`src/hw/rtl/ppmc_pkg.sv`:
```
// Shared types and constants for the projectile pool block.
// No dependencies.
package ppmc_pkg;

    typedef enum logic [2:0] {
        OP_CLEAR = 3'd0,
        OP_FIRE  = 3'd1,
        OP_TICK  = 3'd2,
        OP_FIND  = 3'd3,
        OP_KILL  = 3'd4
    } t_op;

    localparam logic [1:0] CFG_WIDTH  = 2'd0;
    localparam logic [1:0] CFG_BOTTOM = 2'd1;
    localparam logic [1:0] CFG_AGE    = 2'd2;
    localparam logic [1:0] CFG_RADIUS = 2'd3;

    // Off-screen margin in Q12.4 (20 px)
    localparam int MARGIN_Q = 320;

    typedef struct packed {
        logic [2:0]         op;
        logic signed [15:0] start_x;
        logic signed [15:0] start_y;
        logic signed [15:0] speed_x;
        logic signed [15:0] speed_y;
        logic [9:0]         time_step;
        logic signed [15:0] box_x;
        logic signed [15:0] box_y;
        logic [14:0]        box_width;
        logic [14:0]        box_height;
        logic [4:0]         slot;
    } t_cmd;

endpackage

```
`src/hw/rtl/ppmc_front.sv`:
```
// Front end: accepts command transactions into a short queue.
// Depends on ppmc_pkg.
module ppmc_front #(
    parameter int DEPTH = 2
) (
    input  logic            i_clk,
    input  logic            i_rst_n,
    input  logic            i_valid,
    output logic            o_ready,
    input  ppmc_pkg::t_cmd  i_cmd,
    output logic            o_valid,
    input  logic            i_ready,
    output ppmc_pkg::t_cmd  o_cmd
);
    localparam int AW = (DEPTH > 1) ? $clog2(DEPTH) : 1;

    ppmc_pkg::t_cmd   r_mem [DEPTH];
    logic [AW-1:0]    r_wp, r_rp;
    logic [AW:0]      r_cnt;
    logic             push, pop;

    assign o_ready = (r_cnt != (AW+1)'(DEPTH)) ? 1'b1 : 1'b0;
    assign o_valid = (r_cnt != '0);
    assign push    = i_valid && o_ready;
    assign pop     = o_valid && i_ready;
    assign o_cmd   = r_mem[r_rp];

    // Queue storage
    always_ff @(posedge i_clk) begin
        if (push) begin
            r_mem[r_wp] <= i_cmd;
        end
    end

    // Pointers and fill count
    always_ff @(posedge i_clk) begin
        if (!i_rst_n) begin
            r_wp  <= '0;
            r_rp  <= '0;
            r_cnt <= '0;
        end else begin
            if (push) r_wp <= (r_wp == AW'(DEPTH-1)) ? '0 : r_wp + 1'b1;
            if (pop)  r_rp <= (r_rp == AW'(DEPTH-1)) ? '0 : r_rp + 1'b1;
            r_cnt <= r_cnt + (AW+1)'(push) - (AW+1)'(pop);
        end
    end
endmodule

```
`config.mk`:
```
export PLATFORM = sky130hd
export DESIGN_NAME = ppmc_front
export DESIGN_NICKNAME = d
export VERILOG_FILES = /design/src/hw/rtl/ppmc_pkg.sv /design/src/hw/rtl/ppmc_front.sv
export SDC_FILE = /design/constraint.sdc
export NUM_CORES = 1
export LEC_CHECK = 0
export BUFFER_PORTS_ARGS = -buffer_cell sky130_fd_sc_hd__buf_2
export CORE_MARGIN = 1.5
export CORE_UTILIZATION = 47
export CTS_CLUSTER_DIAMETER = 200
export DETAILED_ROUTE_END_ITERATION = 8
export PLACE_DENSITY = 0.76
export SLEW_MARGIN = 20
export SYNTH_ARGS = -nofsm -noshare
export SYNTH_HDL_FRONTEND = slang
export SYNTH_SLANG_ARGS = --single-unit
```
`constraint.sdc`:
```
create_clock -name i_clk -period 5.3 [get_ports i_clk]
set_clock_uncertainty 0.2 [all_clocks]
set_input_delay 1.59 -clock i_clk [delete_from_list [all_inputs] [get_ports i_clk]]
set_output_delay 1.59 -clock i_clk [all_outputs]
set_load 0.1 [all_outputs]
```
==> impl_metrics.ini, run 1 <==
[outcome]
status = finished, final reports clean

[timing]
finalHoldViolCount = 0
period_share = 0.749
tightest_slew_ps = 701
setup_viol = 0
drv_slew = 0
rsz0062_at_grt = false
worst_slack_ps = 1330
fin_crit_ps = 3970
fmax_mhz = 252
fin_setup_tns_ps = 0
slew_headroom = 0.533

[critical_path]
max_stage_delay_ps = 430
worstPathRequired_ps = 3510
endpoint_kind = output pin
crit_chain = buf_12, mux2_2, buf_2
slowest_stage = mux2_2
path_class = flop to output pin
crit_fanout = 85
worstPathArrival_ps = 2180
cp-start-kind = flop

[logic_synthesis]
syn-cell-area_sq_um = 10900
ys_warn_count = 0
ys_seq_area_frac = 0.803
ys_top_cells_by_area = edfxtp_1, mux2_2, mux2_4, dfxtp_1, buf_6
syn_avg_cell_area_sq_um = 22.8
synth_top_cell_area_share = 0.794
ys_seq_elements = 293
yosys.area.top_type = edfxtp_1
synth_cell_types = 24
syn-num-nets = 626
netlist_instances = 477

[placed_design]
dpl_worst_slack_ps = 1790
io_buffers = 293
place_congestion = 0.756
dp_hpwl_mm = 12.8

[clock_tree]
cts_hold_buffers = 0
cts_buffers = 29
cts-root-buf = clkbuf_16
cts_sinks = 293
htree_levels = 1
post_cts_buffers = 0
cts_tree = yes
clk_path_buf_depth = 3
clk_latency_ps = 530
cts-resized-gates = 0
clk_pin_slew_ps = 60

[detailed_routing]
antenna_left = 0
routed-via-count = 5479
drt-wirelength-per-cell_um = 18.1
routed_via_density = 4.97
drc = 0
drtIter0Drc = 215
wl_mm = 19.9
dr.pass1.iters = 4

[grt]
grt_pass1_wl_mm = 28.9
grt_max_degree = 86
grt_usage = 0.155
antenna_found_initial = 7
grt_pass1_vias = 5580
globalRoute.totalOverflow = 0

[cells_and_area]
area_delta_synth_final_pct = 25.4
layout-drive-gt1-share = 0.601
nNetsFinal = 940

[die]
num_rows = 55
die_h_um = 155
fp.coreArea_sq_um = 22700
start_util = 0.479
die_w_um = 155
dieArea_sq_um = 24100
ios = 294

[pwr]
p_int_mw = 4.70
switchingPower_mw = 3.45
pwr-share-comb = 0.395
p_per_area_nw_per_um2 = 596
clkPwrFrac = 0.251
peakVddDrop_v = 0.000468
leakage_nw = 5.20
switching_share = 0.423
seqPwrFrac = 0.353
power.total_mw = 8.15

[hold_path]
hold_path_class = flop to flop

[job]
cap_violations = 0
Yosys cell counts (all sizes together):
| library cell | number |
|---|---|
| edfxtp | 288 |
| mux2 | 144 |
| buf | 16 |
| dfxtp | 5 |
| and2 | 3 |
| a21bo | 2 |
| nand2b | 2 |
| nor2 | 2 |
| o21ai | 2 |
| a211oi | 1 |
| a21boi | 1 |
| a32oi | 1 |
| and3 | 1 |
| ha | 1 |
| inv | 1 |
| mux2i | 1 |
| nand2 | 1 |
| nand3 | 1 |
| nand3b | 1 |
| nor2b | 1 |
| or2 | 1 |
| xnor2 | 1 |
placed cells by master (no fill, tap or decap), drive strengths merged, types with 2 or more instances in the layout:
cell,synthesis,layout
o21ai,2,2
inv,1,2
mux2,144,144
bufinv,0,5
edfxtp,288,288
buf,16,299
nor2,2,2
and2,3,3
nand2b,2,2
dfxtp,5,5
diode,0,5
clkbuf,0,36
a21bo,2,2
clkinv,0,10
worst max-delay path: cells and delay by family (launching register included):
kind | cells | cell delay [ps]
flops | 1 | 380
buf+inv | 2 | 680
mux | 1 | 430
flip-flops by register name, indices dropped and copies added, names as in the netlist, named ones only:
name and cells:
r_rp 1, r_mem 288, r_wp 1, r_cnt 2
cells by family after synthesis:
family	after synthesis	share of synthesized area
mux	145	0.171
buf+inv	17	0.0123
flops	293	0.803
fa+ha+maj	1	0.00115
simple gates	13	0.00678
xor+xnor	1	0.000805
compound gates	7	0.00494
worst paths after layout:
kind | start | to | slack [ps] | cells past startpoint
max reg2reg | r_cnt[0] | r_mem[0][86] | 2880 | 4
max | flop | o_cmd[18] | 1330 | 3
min reg2reg | r_rp | flop | 380 | 2
min | r_rp | flop | 380 | 2
power by group through the flow:
| stage | logic (mW) | registers, mW | clock network (mW) |
|---|---|---|---|
| 2_1_floorplan | 2.85 | 2.93 | 0 |
| 3_3_place_gp | 3.22 | 2.91 | 0 |
| 3_5_place_dp | 3.23 | 2.93 | 0 |
| 4_1_cts | 3.24 | 2.88 | 2.10 |
| 5_1_grt | 3.31 | 2.90 | 2.19 |
| 6_report | 3.22 | 2.88 | 2.05 |
per-stage QoR:
step	hold WS [ps]	util	instance area, sq um	cells
floorplan	328	-	10900	477
global placement	369	0.559	12700	1045
detailed placement	365	0.559	12700	1045
CTS	384	0.601	13600	1097
global route	429	0.601	13700	1102
finish	381	0.601	13700	1102
layout make-up:
type	instances	area [sq um]
Fill cell	1685	9050
Sequential cell	293	8750
Multi-Input combinational cell	167	2010
Timing Repair Buffer	299	1560
Clock buffer	36	752
Tap cell	285	357
Clock inverter	16	201
Antenna cell	5	12.5
Inverter	1	8.76
metal layers:
metal,global-route usage,share of wire,up-vias
met4,0.0621,0.029,2
li1,-,-,2541
met1,0.188,0.40,2655
met3,0.0529,0.084,50
met5,0,0.00055,-
met2,0.256,0.48,231
Power figures use the tool's default switching activity.
==> run 2, diff against run 1 <==
==> constraint.sdc (replaced) <==
create_clock -name i_clk -period 3.22 [get_ports i_clk]
set_clock_uncertainty 0.2 [all_clocks]
set_input_delay 0.966 -clock i_clk [delete_from_list [all_inputs] [get_ports i_clk]]
set_output_delay 0.966 -clock i_clk [all_outputs]
set_load 0.1 [all_outputs]
==> run 2 against run 1 <==
Compared with the run above: cell count is 0.91% higher; worst setup slack worse by 1200 ps; hold slack better by 7.4 ps; die area stayed put; core utilization is 1.9 points higher; clock power is 60% higher; register-to-register slack worse by 1600 ps; sequential share of layout area is 2.0 points lower; via count hardly changed; combinational power is 75% higher; critical path depth stayed put; critical path type unchanged; critical endpoint is now o_cmd[20]; largest cell class unchanged; highest routed layer unchanged.
==> impl_metrics.ini, run 2 (synthesized netlist as in run 1, its figures left out) <==
[clock_tree]
cts_sinks = 293
cts_buffers = 29
cts_hold_buffers = 0
clk_latency_ps = 530
cts_tree = yes
clk_path_buf_depth = 3
clk_pin_slew_ps = 60
cts-root-buf = clkbuf_16
htree_levels = 1

[die]
die_h_um = 155
dieArea_sq_um = 24100
fp.coreArea_sq_um = 22700
start_util = 0.479
die_w_um = 155
ios = 294
num_rows = 55

[placed_design]
placedCellCount = 1054
dp_hpwl_mm = 13.2
dpl_cell_area_sq_um = 12800
dpl_worst_slack_ps = 493
io_buffers = 293
place_congestion = 0.704

[timing]
timing.hold.ws_ps = 388
tightest_slew_ps = 519
rsz0062_at_grt = false
setup_viol = 0
slew_headroom = 0.657
fin_crit_ps = 3100
finalHoldViolCount = 0
period_share = 0.961
fin_setup_tns_ps = 0
fmax_mhz = 323
worst_slack_ps = 124
drv_slew = 0

[cells_and_area]
final_area_sq_um = 14100
multi_input_area_sq_um = 2020
fin_util = 0.620
register_area_sq_um = 8750
nNetsFinal = 953
final_common_cell = edfxtp_1
top_register = r_mem
largest_register_ff_count = 288
largestRegisters = r_mem (288), r_cnt (2)
final_cell_mix = edfxtp_1, buf_2, buf_4
area_delta_synth_final_pct = 29.4
n_fill_cell = 1620
finalNonFillerCells = 1112
layout-drive-gt1-share = 0.609

[critical_path]
r2r_slack_ps = 1320
crit_end = o_cmd[20]
path_class = flop to output pin
r2r_cells = 4
crit_fanout = 58
endpoint_kind = output pin
reg2reg_from = r_cnt[0]
worstReg2RegEnd = r_mem[0][89]
worstPathArrival_ps = 1930
cp-start-kind = flop
worstPathRequired_ps = 2050

[detailed_routing]
drt-wirelength-per-cell_um = 18.5
routed_via_density = 4.93
drtIter0Drc = 173
wl_mm = 20.5
antenna_left = 0
routed-via-count = 5480
dr.pass1.iters = 4
drc = 0

[pwr]
p_per_area_nw_per_um2 = 970
peakVddDrop_v = 0.000804
power.total_mw = 13.7
leakage_nw = 5.38

[grt]
grt_pass1_vias = 5738
antenna_found_initial = 2
grt_max_degree = 74
globalRoute.totalOverflow = 0
grt_usage = 0.162
grt_pass1_wl_mm = 30.0

[hold_path]
hold_path_class = flop to flop

[job]
cap_violations = 0

[outcome]
status = finished, final reports clean
[run 2: changes by cell type in the layout (fill, tap and decap cells not counted), moves of 6 or more]
cell      before  now
buf_2        293  192
buf_4          2   96
clkbuf_4       0    9
buf_6          0    6
[run 2: layout make-up]
type,instances,area share
Antenna cell,1,0.000178
Sequential cell,293,0.621
Inverter,1,0.000533
Tap cell,285,0.0253
Clock inverter,10,0.00915
Clock buffer,43,0.0574
Timing Repair Buffer,312,0.143
Multi-Input combinational cell,167,0.143
[run 2: what timing repair did]
| action | 4_1_cts | 5_1_grt |
|---|---|---|
| pin swaps | 0 | 0 |
| setup buffers | 0 | 3 |
| gates cloned | 0 | 1 |
| resized for setup | 100 | 9 |
| setup endpoints to repair | 104 | 87 |
[run 2: per-layer routing]
layer / vias to the layer above / part of all wire / track usage / wire length [um]
li1: 2559 / - / - / -
met3: 39 / 0.091 / 0.0574 / 1870
met5: - / 0.00058 / 0 / 12
met2: 225 / 0.51 / 0.289 / 10400
met4: 2 / 0.023 / 0.0517 / 462
met1: 2655 / 0.38 / 0.182 / 7770
[run 2: worst min-delay path by stage]
stage                         to  slack [ps]      start  cells past startpoint
finish                      flop         390       r_rp                      2
floorplan                   flop         350       r_rp                      2
CTS                 r_mem[0][34]         390  i_cmd[34]                      1
global route        r_mem[0][73]         390  i_cmd[73]                      1
global placement            flop         370       r_rp                      2
detailed placement          r_rp         370       r_rp                      2
[run 2: where the power goes]
group	leakage [nW]	internal (mW)	total (mW)	switching, mW
sequential	2.74	4.64	4.75	0.108
combinational	2.19	1.35	5.65	4.30
clock	0.454	1.97	3.27	1.30
[run 2: worst max-delay path, cell delays in order (launching register included)]
cell     delay [ps]
dfxtp_4         400
buf_16          320
mux2_2          390
buf_4           230
==> run 3, diff against run 2 <==
--- a/config.mk
+++ b/config.mk
@@ -5,12 +5,12 @@
 export SDC_FILE = /design/constraint.sdc
 export NUM_CORES = 1
 export LEC_CHECK = 0
-export BUFFER_PORTS_ARGS = -buffer_cell sky130_fd_sc_hd__buf_2
 export CORE_MARGIN = 1.5
-export CORE_UTILIZATION = 47
+export CORE_UTILIZATION = 55
 export CTS_CLUSTER_DIAMETER = 200
 export DETAILED_ROUTE_END_ITERATION = 8
-export PLACE_DENSITY = 0.76
+export DONT_BUFFER_PORTS = 1
+export PLACE_DENSITY = 0.73
 export SLEW_MARGIN = 20
 export SYNTH_ARGS = -nofsm -noshare
 export SYNTH_HDL_FRONTEND = slang
==> run 3 against run 2 <==
Compared with the run above: cell count decreased by 30%; via count down 20%; count of clock-buffer cells in the layout down 7; first-iteration DRC count fell by 18%; worst setup slack got worse by 24 ps; non-clock buffer count is 304 lower; total power down 6.2%; combinational power down 13%; critical path type unchanged; highest routed layer is now met4.
==> impl_metrics.ini, run 3 (synthesized netlist as in run 1, its figures left out) <==
[outcome]
status = finished, final reports clean

[critical_path]
crit_fanout = 79
cp-start-kind = flop
worstPathRequired_ps = 2050
worstPathArrival_ps = 1950
endpoint_kind = output pin
path_class = flop to output pin

[cells_and_area]
finalNonFillerCells = 783
layout-drive-gt1-share = 0.373
top_register = r_mem
multi_input_area_sq_um = 2020
final_cell_mix = edfxtp_1, mux2_2, mux2_4
final_area_sq_um = 12100
nNetsFinal = 649
final_common_cell = edfxtp_1
largestRegisters = r_mem (288), r_cnt (2)
area_delta_synth_final_pct = 11.5
fin_util = 0.624
n_fill_cell = 1273
antenna_cells = 0
register_area_sq_um = 8750
largest_register_ff_count = 288

[clock_tree]
clk_latency_ps = 530
cts-root-buf = clkbuf_16
post_cts_buffers = 0
htree_levels = 1
clk_pin_slew_ps = 60
cts_hold_buffers = 0
cts_tree = yes
cts-resized-gates = 0
cts_sinks = 293
clk_path_buf_depth = 3
cts_buffers = 29

[grt]
grt_pass1_vias = 4670
grt_pass1_wl_mm = 26.5
antenna_found_initial = 0
grt_max_degree = 80
globalRoute.totalOverflow = 0
grt_usage = 0.173

[detailed_routing]
drc = 0
routed-via-count = 4403
drt-wirelength-per-cell_um = 23.7
wl_mm = 18.5
dr.pass1.iters = 4
antenna_left = 0
routed_via_density = 5.62
drtIter0Drc = 141

[die]
die_w_um = 144
dieArea_sq_um = 20600
start_util = 0.559
die_h_um = 144
ios = 294
fp.coreArea_sq_um = 19500
num_rows = 51

[placed_design]
dp_hpwl_mm = 12.4
dpl_worst_slack_ps = 653
placedCellCount = 734
io_buffers = 0
place_congestion = 0.764
dpl_cell_area_sq_um = 11300

[pwr]
p_per_area_nw_per_um2 = 1060
peakVddDrop_v = 0.000903
power.total_mw = 12.8
leakage_nw = 4.03

[timing]
timing.hold.ws_ps = 329
finalHoldViolCount = 0
worst_slack_ps = 99.9
rsz0062_at_grt = false
fin_crit_ps = 3120
fmax_mhz = 321
fin_setup_tns_ps = 0
tightest_slew_ps = 548
drv_slew = 0
setup_viol = 0
slew_headroom = 0.636
period_share = 0.969

[hold_path]
hold_path_class = primary input to flop

[job]
cap_violations = 0
[run 3: layout make-up]
type / count / share of cell area
flip-flops and latches: 293 / 0.721
multi-input cells: 167 / 0.166
clock buffers: 36 / 0.0619
well taps: 265 / 0.0273
repair buffers: 8 / 0.0122
clock inverters: 13 / 0.0110
inverters: 1 / 0.000618
[run 3: report_power, final]
group / switching, mW / internal (mW) / total [mW]
clock: 1.27 / 1.87 / 3.15
sequential: 0.111 / 4.64 / 4.75
combinational: 4.15 / 0.768 / 4.92
[run 3: layer usage]
layer  part of all wire  vias up  routed length, um  GRT usage
li1                   -     1935                  -          -
met1               0.34     2197               6330      0.186
met4              0.028        0                516     0.0548
met3               0.13       37               2440     0.0873
met5                  0        -                  0          0
met2               0.50      234               9250      0.297
[run 3: path summary, 6_finish.rpt]
kind | end | startpoint | slack (ps) | depth (start not counted)
worst max-delay path | o_cmd[14] | flop | 100 | 2
worst min-delay path | r_mem[1][47] | i_cmd[47] | 330 | 0
worst max register to register | r_mem[0][113] | r_cnt[0] | 1070 | 4
worst min register to register | flop | r_rp | 380 | 2
[run 3: worst max-delay path, stage by stage, from the launching register on]
cell     delay (ps)
dfxtp_4         370
buf_12          350
mux2_2          620
